--- src/rtl/pds_pkg.sv ---
// Shared types, widths and constants for the PLL divider search unit.
// Used by pds_div and pll_divider_search_unit; no dependencies.
`timescale 1ns / 1ps
`default_nettype none

package pds_pkg;

  // Field and register widths
  localparam int unsigned TARGET_W = 31;
  localparam int unsigned REF_W    = 27;
  localparam int unsigned VMIN_W   = 30;
  localparam int unsigned VMAX_W   = 30;
  localparam int unsigned WORD_W   = 21;

  // Internal widths
  localparam int unsigned VCO_W    = 31;          // scaled target always < 2^31
  localparam int unsigned DIVD_W   = REF_W + 1;   // twice the reference
  localparam int unsigned DIVS_W   = 8;           // q up to 129
  localparam int unsigned ACC_W    = 36;          // 2*ref*p < 2^36
  localparam int unsigned P_W      = 8;
  localparam int unsigned Q_W      = 8;
  localparam int unsigned M_W      = 3;
  localparam int unsigned BAND_W   = 4;
  localparam int unsigned LIM_W    = 27;
  localparam int unsigned DCNT_W   = $clog2(DIVD_W);

  // Search ranges
  localparam int unsigned P_STEPS    = 128;
  localparam int unsigned Q_STEPS    = 128;
  localparam int unsigned BAND_COUNT = 13;
  localparam int unsigned P_FIRST    = 3;
  localparam int unsigned Q_FIRST    = 2;
  localparam int unsigned P_LAST     = P_FIRST + P_STEPS - 1;
  localparam int unsigned Q_LAST     = Q_FIRST + Q_STEPS - 1;
  localparam int unsigned M_LIMIT    = 7;

  localparam logic [ACC_W-1:0] ERR_INIT = ACC_W'(64'h7FFF_FFFF);

  // Register reset values
  localparam logic [REF_W-1:0]  REF_RESET  = REF_W'(14318180);
  localparam logic [VMIN_W-1:0] VMIN_RESET = VMIN_W'(50000000);
  localparam logic [VMAX_W-1:0] VMAX_RESET = VMAX_W'(120000000);

  // Register map indexes
  localparam int unsigned IDX_W = 2;
  localparam logic [IDX_W-1:0] REG_REFERENCE = 2'd0;
  localparam logic [IDX_W-1:0] REG_VCO_MIN   = 2'd1;
  localparam logic [IDX_W-1:0] REG_VCO_MAX   = 2'd2;

  // Result of one divider pass
  typedef struct packed {
    logic              done;
    logic [DIVD_W-1:0] quot;
    logic [DIVS_W-1:0] rem;
  } pds_div_res_t;

  // VCO band thresholds; entries past the defined ones read as the top value
  function automatic logic [LIM_W-1:0] band_limit(input logic [BAND_W-1:0] idx);
    logic [LIM_W-1:0] lim;
    case (idx)
      4'd0:    lim = LIM_W'(51000000);
      4'd1:    lim = LIM_W'(53200000);
      4'd2:    lim = LIM_W'(58500000);
      4'd3:    lim = LIM_W'(60700000);
      4'd4:    lim = LIM_W'(64400000);
      4'd5:    lim = LIM_W'(66800000);
      4'd6:    lim = LIM_W'(73500000);
      4'd7:    lim = LIM_W'(75600000);
      4'd8:    lim = LIM_W'(80900000);
      4'd9:    lim = LIM_W'(83200000);
      4'd10:   lim = LIM_W'(91500000);
      4'd11:   lim = LIM_W'(100000000);
      default: lim = LIM_W'(120000000);
    endcase
    return lim;
  endfunction

endpackage

`default_nettype wire

--- src/rtl/pds_div.sv ---
// Restoring serial divider: twice the reference divided by q, one bit a cycle.
// Depends on pds_pkg.
`timescale 1ns / 1ps
`default_nettype none

module pds_div
  import pds_pkg::*;
(
  input  wire logic              clk_i,
  input  wire logic              rst_ni,
  input  wire logic              start_i,
  input  wire logic [DIVD_W-1:0] dividend_i,
  input  wire logic [DIVS_W-1:0] divisor_i,
  output pds_div_res_t           res_o
);

  logic              busy_q, busy_d;
  logic              done_q, done_d;
  logic [DCNT_W-1:0] cnt_q, cnt_d;
  logic [DIVD_W-1:0] quot_q, quot_d;
  logic [DIVS_W-1:0] rem_q, rem_d;
  logic [DIVS_W-1:0] dvs_q, dvs_d;

  logic [DIVS_W:0]   shifted;
  logic              fits;

  // One restoring step: bring down the next dividend bit, subtract if it fits
  assign shifted = {rem_q, quot_q[DIVD_W-1]};
  assign fits    = shifted >= {1'b0, dvs_q};

  always_comb begin
    busy_d = busy_q;
    done_d = 1'b0;
    cnt_d  = cnt_q;
    quot_d = quot_q;
    rem_d  = rem_q;
    dvs_d  = dvs_q;
    if (start_i) begin
      busy_d = 1'b1;
      cnt_d  = '0;
      quot_d = dividend_i;
      rem_d  = '0;
      dvs_d  = divisor_i;
    end else if (busy_q) begin
      rem_d  = fits ? DIVS_W'(shifted - {1'b0, dvs_q}) : shifted[DIVS_W-1:0];
      quot_d = {quot_q[DIVD_W-2:0], fits};
      cnt_d  = cnt_q + 1'b1;
      if (cnt_q == DCNT_W'(DIVD_W - 1)) begin
        busy_d = 1'b0;
        done_d = 1'b1;
      end
    end
  end

  always_ff @(posedge clk_i or negedge rst_ni) begin
    if (!rst_ni) begin
      busy_q <= 1'b0;
      done_q <= 1'b0;
      cnt_q  <= '0;
    end else begin
      busy_q <= busy_d;
      done_q <= done_d;
      cnt_q  <= cnt_d;
    end
  end

  // Datapath registers
  always_ff @(posedge clk_i) begin
    quot_q <= quot_d;
    rem_q  <= rem_d;
    dvs_q  <= dvs_d;
  end

  assign res_o.done = done_q;
  assign res_o.quot = quot_q;
  assign res_o.rem  = rem_q;

endmodule

`default_nettype wire

--- src/rtl/pll_divider_search_unit.sv ---
// PLL divider search unit: top level with register port, sequencer and search.
// Depends on pds_pkg and pds_div.
//
// One request takes a target frequency and yields one packed control word
// band<<17 | (p-3)<<10 | m<<7 | (q-2), or word 0 with valid_res clear when the
// target is zero, needs more than seven doublings, or scales above vco_max.
// A valid request scales the target by doubling, walks the band table, then
// for each of the 128 values of q runs a serial division of twice the
// reference by q followed by accumulate steps that walk p from 0 to 130, and
// finally drains and hands over the result. Invalid requests skip the search.
// in_ready_o is high only while the sequencer is idle; a finished result sits in
// an output register, so the next request may be taken while it waits. Registers
// must be written only while the unit is idle; the unit does not enforce this.
`timescale 1ns / 1ps
`default_nettype none

module pll_divider_search_unit
  import pds_pkg::*;
(
  input  wire logic                clk_i,
  input  wire logic                rst_ni,
  // APB register port
  input  wire logic                psel,
  input  wire logic                penable,
  input  wire logic                pwrite,
  input  wire logic [3:0]          paddr,
  input  wire logic [31:0]         pwdata,
  output logic      [31:0]         prdata,
  output logic                     pready,
  // Request channel
  input  wire logic                in_valid_i,
  output logic                     in_ready_o,
  input  wire logic [TARGET_W-1:0] target_hz_i,
  // Result channel
  output logic                     out_valid_o,
  input  wire logic                out_ready_i,
  output logic      [WORD_W-1:0]   pll_word_o,
  output logic                     valid_res_o
);

  typedef enum logic [2:0] {
    ST_IDLE,
    ST_SCALE,
    ST_BAND,
    ST_DIV,
    ST_STEP,
    ST_DRAIN,
    ST_FINISH
  } state_e;

  // Configuration registers
  logic [REF_W-1:0]  ref_q;
  logic [VMIN_W-1:0] vmin_q;
  logic [VMAX_W-1:0] vmax_q;
  logic [IDX_W-1:0]  reg_idx;
  logic              cfg_wr;

  // Sequencer and datapath state
  state_e            state_q, state_d;
  logic [VCO_W-1:0]  vco_q, vco_d;
  logic [M_W-1:0]    m_q, m_d;
  logic [BAND_W-1:0] band_q, band_d;
  logic [P_W-1:0]    p_q, p_d;
  logic [Q_W-1:0]    q_q, q_d;
  logic [DIVD_W-1:0] a_q, a_d;
  logic [DIVS_W-1:0] b_q, b_d;
  logic [ACC_W-1:0]  acc_q, acc_d;
  logic [DIVS_W-1:0] racc_q, racc_d;
  logic              ok_q, ok_d;
  logic              div_start_q, div_start_d;

  // Evaluation stage
  logic              ev_q, ev_d;
  logic [ACC_W-1:0]  err_q, err_d;
  logic [P_W-1:0]    ev_p_q, ev_p_d;
  logic [Q_W-1:0]    ev_qv_q, ev_qv_d;

  // Best pair so far
  logic [ACC_W-1:0]  best_err_q, best_err_d;
  logic [P_W-1:0]    best_p_q, best_p_d;
  logic [Q_W-1:0]    best_qv_q, best_qv_d;

  // Output register
  logic              out_valid_q, out_valid_d;
  logic [WORD_W-1:0] word_q, word_d;
  logic              res_ok_q, res_ok_d;

  pds_div_res_t      div_res;
  logic [DIVD_W-1:0] twice_ref;
  logic [DIVS_W:0]   rsum;
  logic              wrap;
  logic [ACC_W-1:0]  vco_ext;
  logic              better;
  logic [WORD_W-1:0] packed_word;

  // Register port
  assign pready  = 1'b1;
  assign reg_idx = paddr[3:2];
  assign cfg_wr  = psel & penable & pwrite & pready;

  always_comb begin
    case (reg_idx)
      REG_REFERENCE: prdata = 32'(ref_q);
      REG_VCO_MIN:   prdata = 32'(vmin_q);
      REG_VCO_MAX:   prdata = 32'(vmax_q);
      default:       prdata = '0;
    endcase
  end

  always_ff @(posedge clk_i or negedge rst_ni) begin
    if (!rst_ni) begin
      ref_q  <= REF_RESET;
      vmin_q <= VMIN_RESET;
      vmax_q <= VMAX_RESET;
    end else if (cfg_wr) begin
      case (reg_idx)
        REG_REFERENCE: ref_q  <= pwdata[REF_W-1:0];
        REG_VCO_MIN:   vmin_q <= pwdata[VMIN_W-1:0];
        REG_VCO_MAX:   vmax_q <= pwdata[VMAX_W-1:0];
        default: ;
      endcase
    end
  end

  // Shared divider: floor(2*ref/q) and its remainder, once per q
  assign twice_ref = {ref_q, 1'b0};

  pds_div u_div (
    .clk_i      (clk_i),
    .rst_ni     (rst_ni),
    .start_i    (div_start_q),
    .dividend_i (twice_ref),
    .divisor_i  (q_q),
    .res_o      (div_res)
  );

  // Accumulate step: 2*ref*p/q tracked as quotient and remainder
  assign rsum    = {1'b0, racc_q} + {1'b0, b_q};
  assign wrap    = rsum >= {1'b0, q_q};
  assign vco_ext = ACC_W'(vco_q);

  // Earlier pair in p-major order wins a tie
  assign better = ev_q &&
                  ((err_q < best_err_q) || ((err_q == best_err_q) && (ev_p_q < best_p_q)));

  assign packed_word = {band_q,
                        7'(best_p_q - P_W'(P_FIRST)),
                        m_q,
                        7'(best_qv_q - Q_W'(Q_FIRST))};

  always_comb begin
    state_d     = state_q;
    vco_d       = vco_q;
    m_d         = m_q;
    band_d      = band_q;
    p_d         = p_q;
    q_d         = q_q;
    a_d         = a_q;
    b_d         = b_q;
    acc_d       = acc_q;
    racc_d      = racc_q;
    ok_d        = ok_q;
    div_start_d = 1'b0;
    ev_d        = 1'b0;
    err_d       = err_q;
    ev_p_d      = ev_p_q;
    ev_qv_d     = ev_qv_q;
    best_err_d  = best_err_q;
    best_p_d    = best_p_q;
    best_qv_d   = best_qv_q;
    out_valid_d = out_valid_q & ~out_ready_i;
    word_d      = word_q;
    res_ok_d    = res_ok_q;

    // Keep the best pair
    if (better) begin
      best_err_d = err_q;
      best_p_d   = ev_p_q;
      best_qv_d  = ev_qv_q;
    end

    case (state_q)
      ST_IDLE: begin
        if (in_valid_i) begin
          vco_d = VCO_W'(target_hz_i);
          m_d   = '0;
          ok_d  = 1'b0;
          if (target_hz_i == '0) begin
            state_d = ST_FINISH;
          end else begin
            state_d = ST_SCALE;
          end
        end
      end

      // Double until the VCO minimum is reached; give up past seven doublings or above vco_max
      ST_SCALE: begin
        if (vco_q < VCO_W'(vmin_q)) begin
          if (m_q == M_W'(M_LIMIT)) begin
            state_d = ST_FINISH;
          end else begin
            vco_d = {vco_q[VCO_W-2:0], 1'b0};
            m_d   = m_q + 1'b1;
          end
        end else if (vco_q > VCO_W'(vmax_q)) begin
          state_d = ST_FINISH;
        end else begin
          band_d  = '0;
          state_d = ST_BAND;
        end
      end

      // Walk the band table one threshold a cycle
      ST_BAND: begin
        if ((band_q < BAND_W'(BAND_COUNT - 1)) && (vco_q > VCO_W'(band_limit(band_q)))) begin
          band_d = band_q + 1'b1;
        end else begin
          q_d         = Q_W'(Q_FIRST);
          best_err_d  = ERR_INIT;
          best_p_d    = P_W'(P_FIRST);
          best_qv_d   = Q_W'(Q_FIRST);
          div_start_d = 1'b1;
          state_d     = ST_DIV;
        end
      end

      ST_DIV: begin
        if (div_res.done) begin
          a_d     = div_res.quot;
          b_d     = div_res.rem;
          acc_d   = '0;
          racc_d  = '0;
          p_d     = '0;
          state_d = ST_STEP;
        end
      end

      // One p a cycle; the first few steps only build up the product
      ST_STEP: begin
        if (p_q >= P_W'(P_FIRST)) begin
          ev_d    = 1'b1;
          err_d   = (vco_ext >= acc_q) ? vco_ext - acc_q : acc_q - vco_ext;
          ev_p_d  = p_q;
          ev_qv_d = q_q;
        end
        acc_d  = acc_q + ACC_W'(a_q) + ACC_W'(wrap);
        racc_d = wrap ? DIVS_W'(rsum - {1'b0, q_q}) : rsum[DIVS_W-1:0];
        p_d    = p_q + 1'b1;
        if (p_q == P_W'(P_LAST)) begin
          if (q_q == Q_W'(Q_LAST)) begin
            state_d = ST_DRAIN;
          end else begin
            q_d         = q_q + 1'b1;
            div_start_d = 1'b1;
            state_d     = ST_DIV;
          end
        end
      end

      // Last evaluation lands in the best registers here
      ST_DRAIN: begin
        ok_d    = 1'b1;
        state_d = ST_FINISH;
      end

      ST_FINISH: begin
        if (!out_valid_q || out_ready_i) begin
          out_valid_d = 1'b1;
          word_d      = ok_q ? packed_word : '0;
          res_ok_d    = ok_q;
          state_d     = ST_IDLE;
        end
      end

      default: state_d = ST_IDLE;
    endcase
  end

  // Sequencer state and registered outputs
  always_ff @(posedge clk_i or negedge rst_ni) begin
    if (!rst_ni) begin
      state_q     <= ST_IDLE;
      div_start_q <= 1'b0;
      ev_q        <= 1'b0;
      out_valid_q <= 1'b0;
      ok_q        <= 1'b0;
      res_ok_q    <= 1'b0;
      word_q      <= '0;
    end else begin
      state_q     <= state_d;
      div_start_q <= div_start_d;
      ev_q        <= ev_d;
      out_valid_q <= out_valid_d;
      ok_q        <= ok_d;
      res_ok_q    <= res_ok_d;
      word_q      <= word_d;
    end
  end

  // Search datapath
  always_ff @(posedge clk_i) begin
    vco_q      <= vco_d;
    m_q        <= m_d;
    band_q     <= band_d;
    p_q        <= p_d;
    q_q        <= q_d;
    a_q        <= a_d;
    b_q        <= b_d;
    acc_q      <= acc_d;
    racc_q     <= racc_d;
    err_q      <= err_d;
    ev_p_q     <= ev_p_d;
    ev_qv_q    <= ev_qv_d;
    best_err_q <= best_err_d;
    best_p_q   <= best_p_d;
    best_qv_q  <= best_qv_d;
  end

  assign in_ready_o  = (state_q == ST_IDLE);
  assign out_valid_o = out_valid_q;
  assign pll_word_o  = word_q;
  assign valid_res_o = res_ok_q;

`ifndef SYNTHESIS
  // An invalid result carries a zero word
  assert property (@(posedge clk_i) disable iff (!rst_ni)
    out_valid_o && !valid_res_o |-> pll_word_o == '0)
    else $error("invalid result with non-zero control word");

  // Evaluations only come out of the accumulate steps
  assert property (@(posedge clk_i) disable iff (!rst_ni)
    ev_q |-> $past(state_q) == ST_STEP)
    else $error("evaluation outside the p walk");

  // The divider only finishes while the sequencer waits for it
  assert property (@(posedge clk_i) disable iff (!rst_ni)
    div_res.done |-> state_q == ST_DIV)
    else $error("divider result with nobody waiting");

  // A successful search leaves a pair inside the search ranges
  assert property (@(posedge clk_i) disable iff (!rst_ni)
    state_q == ST_FINISH && ok_q |->
      best_p_q >= P_W'(P_FIRST) && best_p_q <= P_W'(P_LAST) &&
      best_qv_q >= Q_W'(Q_FIRST) && best_qv_q <= Q_W'(Q_LAST))
    else $error("best pair out of range");
`endif

endmodule

`default_nettype wire

--- config.mk ---
export PLATFORM = sky130hd
export DESIGN_NAME = pll_divider_search_unit
export DESIGN_NICKNAME = d
export VERILOG_FILES = /design/src/rtl/pds_pkg.sv /design/src/rtl/pds_div.sv /design/src/rtl/pll_divider_search_unit.sv
export SDC_FILE = /design/constraint.sdc
export NUM_CORES = 1
export LEC_CHECK = 0
export BUFFER_PORTS_ARGS = -buffer_cell sky130_fd_sc_hd__buf_2
export CORE_AREA = 10 10 287 179
export DETAILED_ROUTE_END_ITERATION = 7
export DIE_AREA = 0 0 297 189
export GPL_TIMING_DRIVEN = 0
export PLACE_DENSITY = 0.76
export SETUP_SLACK_MARGIN = 0.5
export SLEW_MARGIN = 30
export SYNTH_ARGS = -nofsm -noshare
export SYNTH_HDL_FRONTEND = slang
export SYNTH_HIERARCHICAL = 1
export SYNTH_SLANG_ARGS = --single-unit
export TNS_END_PERCENT = 20
--- constraint.sdc ---
create_clock -name clk_i -period 6.44 [get_ports clk_i]
set_input_delay 1.288 -clock clk_i [delete_from_list [all_inputs] [get_ports clk_i]]
set_output_delay 1.288 -clock clk_i [all_outputs]
set_load 0.05 [all_outputs]
==> out/results.tsv <==
stage	metric	value	unit
route	vias	21700	
power	ir_drop	0.252	mV
global_route	grt_pass1_vias	20900	
sta	slew_headroom	29.9	%
cts	cts_max_level	2	
global_route	grt_overflow	0	
critical_path	start_kind	register	
global_route	antenna_found_initial	2	
sta	finalCriticalPeriod	5810	ps
critical_path	ff2ff_setup_slack	630	ps
synthesis	synth_flop_cell	edfxtp_1	
outcome	status	finished, final reports clean	
route	drc	0	
layout	fin_util	63.7	%
power	power.density	473	nW/um^2
sta	grt_setup_unrepaired	true	
critical_path	cp_slowest_cell	edfxtp_1	
synthesis	post_synth.cell_area_avg	9.74	um^2
synthesis	seq_area_frac_synth	43.8	%
route	met2_wirelength	32600	um
sta	finalCritPeriodShare	90.2	%
cts	tritoncts	done	
sta	fmax	0.172	GHz
cts	cts-root-buf	clkbuf_16	
floorplan	io_pins	131	
route	via_per_inst	6.16	
route	drt_first_pass_iters	5	
floorplan	core	45900	um^2
cts	clock_latency	580	ps
global_route	grt_usage	27.8	%
route	wl_met1	36700	um
route	ant_nets	0	
synthesis	syn_inst	2665	
critical_path	crit_fanout	10	
critical_path	path_delay_family	compound AO/OA/AOI/OAI gates	
critical_path	slowest_delay	400	ps
critical_path	crit_arrival	6190	ps
route	routed_wl	80600	um
route	wl_met3	9400	um
synthesis	ys_ff_latch	425	
critical_path	path_buf_inv	2	
placement	portBuffers	123	
synthesis	ys_types	87	
critical_path	crit_required	6820	ps
power	p_total	13800	uW
cts	cts.hold.buffers_added	0	
global_route	grt_pass1_wl	124000	um
layout	synthToLayoutAreaGrowth	12.6	%
global_route	grt_max_degree	88	
sta	worst_clock_skew	36.1	ps
sta	setup_viol	0	
placement	dpl_worst_slack	-744	ps
floorplan	die_w	297	um
placement	place_hpwl	62600	um
layout	final_layout_size_suffix_gt1_share	13.1	%
floorplan	dieArea	56100	um^2
synthesis	synth_enable_flop_cells	221	
cts	cts_sinks	425	
floorplan	start_util	56.6	%
sta	timing.final.ws_setup	629	ps
route	dr.first_iter.drc_count	2616	
placement	place_congestion	0.957	
synthesis	synthArstFlopShare	28.9	%
layout	nFillCells	3682	
sta	tightest_slew	1050	ps
sta	final-max-slew-violation-count	0	
flow_run	maxCapViolations	0	
min_path	hp-class	reg -> reg	
power	cellLeakagePower	0.0128	uW
critical_path	crit_type	reg -> reg	
cts	clock_path_buffers	3	
layout	nets	3196	
sta	hold_viol	0	
cts	path_clk_slew	60	ps
floorplan	die_h	189	um
floorplan	num_rows	61	
route	highest-signal-layer	met4	
synthesis	synth_area	26000	um^2
synthesis	yosysWarnings	6	
critical_path	endpoint_kind	register	
cts	cts_inserted_buffers	43	
route	wire_per_inst	22.9	um
-- final timing paths --
check,from,to,depth (start not counted)
max in group asynchronous,rst_ni,ref_q[2]$_DFFE_PN1P_,2
worst max-delay path,b_q[0]$_DFFE_PP_,acc_q[34]$_SDFFCE_PN0P_,25
min in group asynchronous,rst_ni,u_div/cnt_q[0]$_DFFE_PN0P_,1
worst min register to register,u_div/quot_q[25]$_DFFE_PP_,a_q[25]$_DFFE_PP_,0
worst min-delay path,u_div/quot_q[25]$_DFFE_PP_,a_q[25]$_DFFE_PP_,0
worst max register to register,b_q[0]$_DFFE_PP_,acc_q[34]$_SDFFCE_PN0P_,25
-- where the power goes --
group          total (uW)  internal [uW]  switching, uW
Clock                2620           1510           1110
Combinational        6400           2400           3990
Sequential           4810           4020            783
Total               13800           7930           5890
-- repair_timing --
action | CTS | global route
endpoints found under the setup margin | 23 | 16
setup buffers | 5 | 7
resized for setup | 17 | 16
pin swaps | 5 | 10
-- state kept, by name (all words and copies together), names as in the netlist, 8 cells and up, named ones only --
| signal | count |
|---|---|
| a_q | 28 |
| acc_q | 36 |
| b_q | 8 |
| best_err_q | 36 |
| best_p_q | 8 |
| err_q | 36 |
| ev_p_q | 8 |
| p_q | 8 |
| pll_word_o | 21 |
| q_q | 8 |
| racc_q | 8 |
| ref_q | 27 |
| u_div/dvs_q | 8 |
| u_div/quot_q | 28 |
| u_div/rem_q | 8 |
| vco_q | 31 |
| vmax_q | 30 |
| vmin_q | 30 |
-- area by class of cell --
type | instances | area (um^2) | area share (%)
clock buffer | 62 | 1240 | 4.24
sequential | 425 | 11400 | 38.9
tap | 630 | 788 | 2.70
antenna | 1 | 2.50 | 0.00856
timing repair buffer | 143 | 852 | 2.91
inverter | 249 | 935 | 3.20
buffer | 110 | 489 | 1.67
multi-input combinational | 1883 | 13300 | 45.6
clock inverter | 18 | 216 | 0.740
-- through the flow --
stage	instance area (um^2)	hold slack [ps]	instances	setup TNS, ps
global placement	27400	432	3420	-25400
CTS	29100	448	3513	0
detailed placement	27500	434	3428	-7360
finish	29200	445	3521	0
global route	29200	474	3520	0
floorplan	26000	422	2667	0
-- cell families after synthesis --
logic type	after synthesis	share of synthesized area, %
adders and majority gates	267	13.1
DFF	425	43.8
buffers and inverters	359	5.45
xor gates and xnor gates	101	3.41
muxes	122	5.04
AOI/OAI and AO/OA	685	16.5
other	2	0.0289
and+or+nand+nor	704	12.7
-- Yosys cell counts (5+ instances only) --
| cell type | count | share of area (%) |
|---|---|---|
| a2111oi_0 | 9 | 0.30 |
| a211oi_1 | 25 | 0.72 |
| a21o_1 | 67 | 1.9 |
| a21oi_1 | 167 | 3.2 |
| a22o_1 | 5 | 0.17 |
| a31oi_1 | 13 | 0.31 |
| and2_1 | 11 | 0.27 |
| and3_1 | 16 | 0.39 |
| buf_1 | 13 | 0.19 |
| buf_4 | 10 | 0.29 |
| clkbuf_1 | 80 | 1.2 |
| dfrtp_1 | 88 | 8.5 |
| dfstp_2 | 35 | 3.5 |
| dfxtp_1 | 81 | 6.2 |
| edfxtp_1 | 221 | 26 |
| fa_1 | 7 | 0.54 |
| ha_1 | 260 | 13 |
| inv_1 | 247 | 3.6 |
| mux2_2 | 61 | 2.6 |
| mux2i_1 | 59 | 2.3 |
| nand2_1 | 289 | 4.2 |
| nand2b_1 | 23 | 0.55 |
| nand3_1 | 59 | 1.1 |
| nand3b_1 | 5 | 0.14 |
| nand4_1 | 35 | 0.84 |
| nor2_1 | 140 | 2.0 |
| nor2b_1 | 32 | 0.77 |
| nor3_1 | 36 | 0.69 |
| nor3b_1 | 7 | 0.20 |
| nor4_1 | 16 | 0.39 |
| o2111ai_1 | 6 | 0.20 |
| o211ai_1 | 43 | 1.2 |
| o21a_1 | 12 | 0.35 |
| o21ai_0 | 231 | 4.5 |
| o21ai_1 | 6 | 0.12 |
| o21bai_1 | 21 | 0.61 |
| o221ai_1 | 5 | 0.17 |
| o31ai_1 | 24 | 0.69 |
| or3_1 | 6 | 0.14 |
| or4_1 | 8 | 0.23 |
| xnor2_1 | 62 | 2.1 |
| xor2_1 | 39 | 1.3 |
-- metal layers --
metal / GRT usage, % / vias up
li1: - / 9894
met5: 0 / -
met2: 39.3 / 1066
met4: 6.84 / 0
met1: 41.0 / 10600
met3: 7.87 / 139
-- placed cells by master, fill, tap and decap left out, drive strengths merged, types with 7 or more instances in the layout --
cell type	synthesis	routed
a21o	68	68
nand4	36	36
o31ai	26	26
or4	9	9
and3	16	16
mux2i	59	59
buf	29	173
clkbuf	81	142
nand2	290	290
xnor2	62	62
a21oi	169	169
dfstp	35	35
fa	7	7
dfrtp	88	88
mux2	63	63
dfxtp	81	81
xor2	39	39
o21ai	237	237
inv	249	250
nor3	36	36
a31oi	15	15
a211oi	27	27
nor4	16	16
and2	11	11
o21bai	21	21
nand3	59	59
a2111oi	9	9
o211ai	43	43
o21a	12	12
nor2	141	141
nor2b	32	32
ha	260	260
edfxtp	221	221
nor3b	7	7
nand2b	23	23
clkinv	0	12
(Power assumes the default switching activity.)
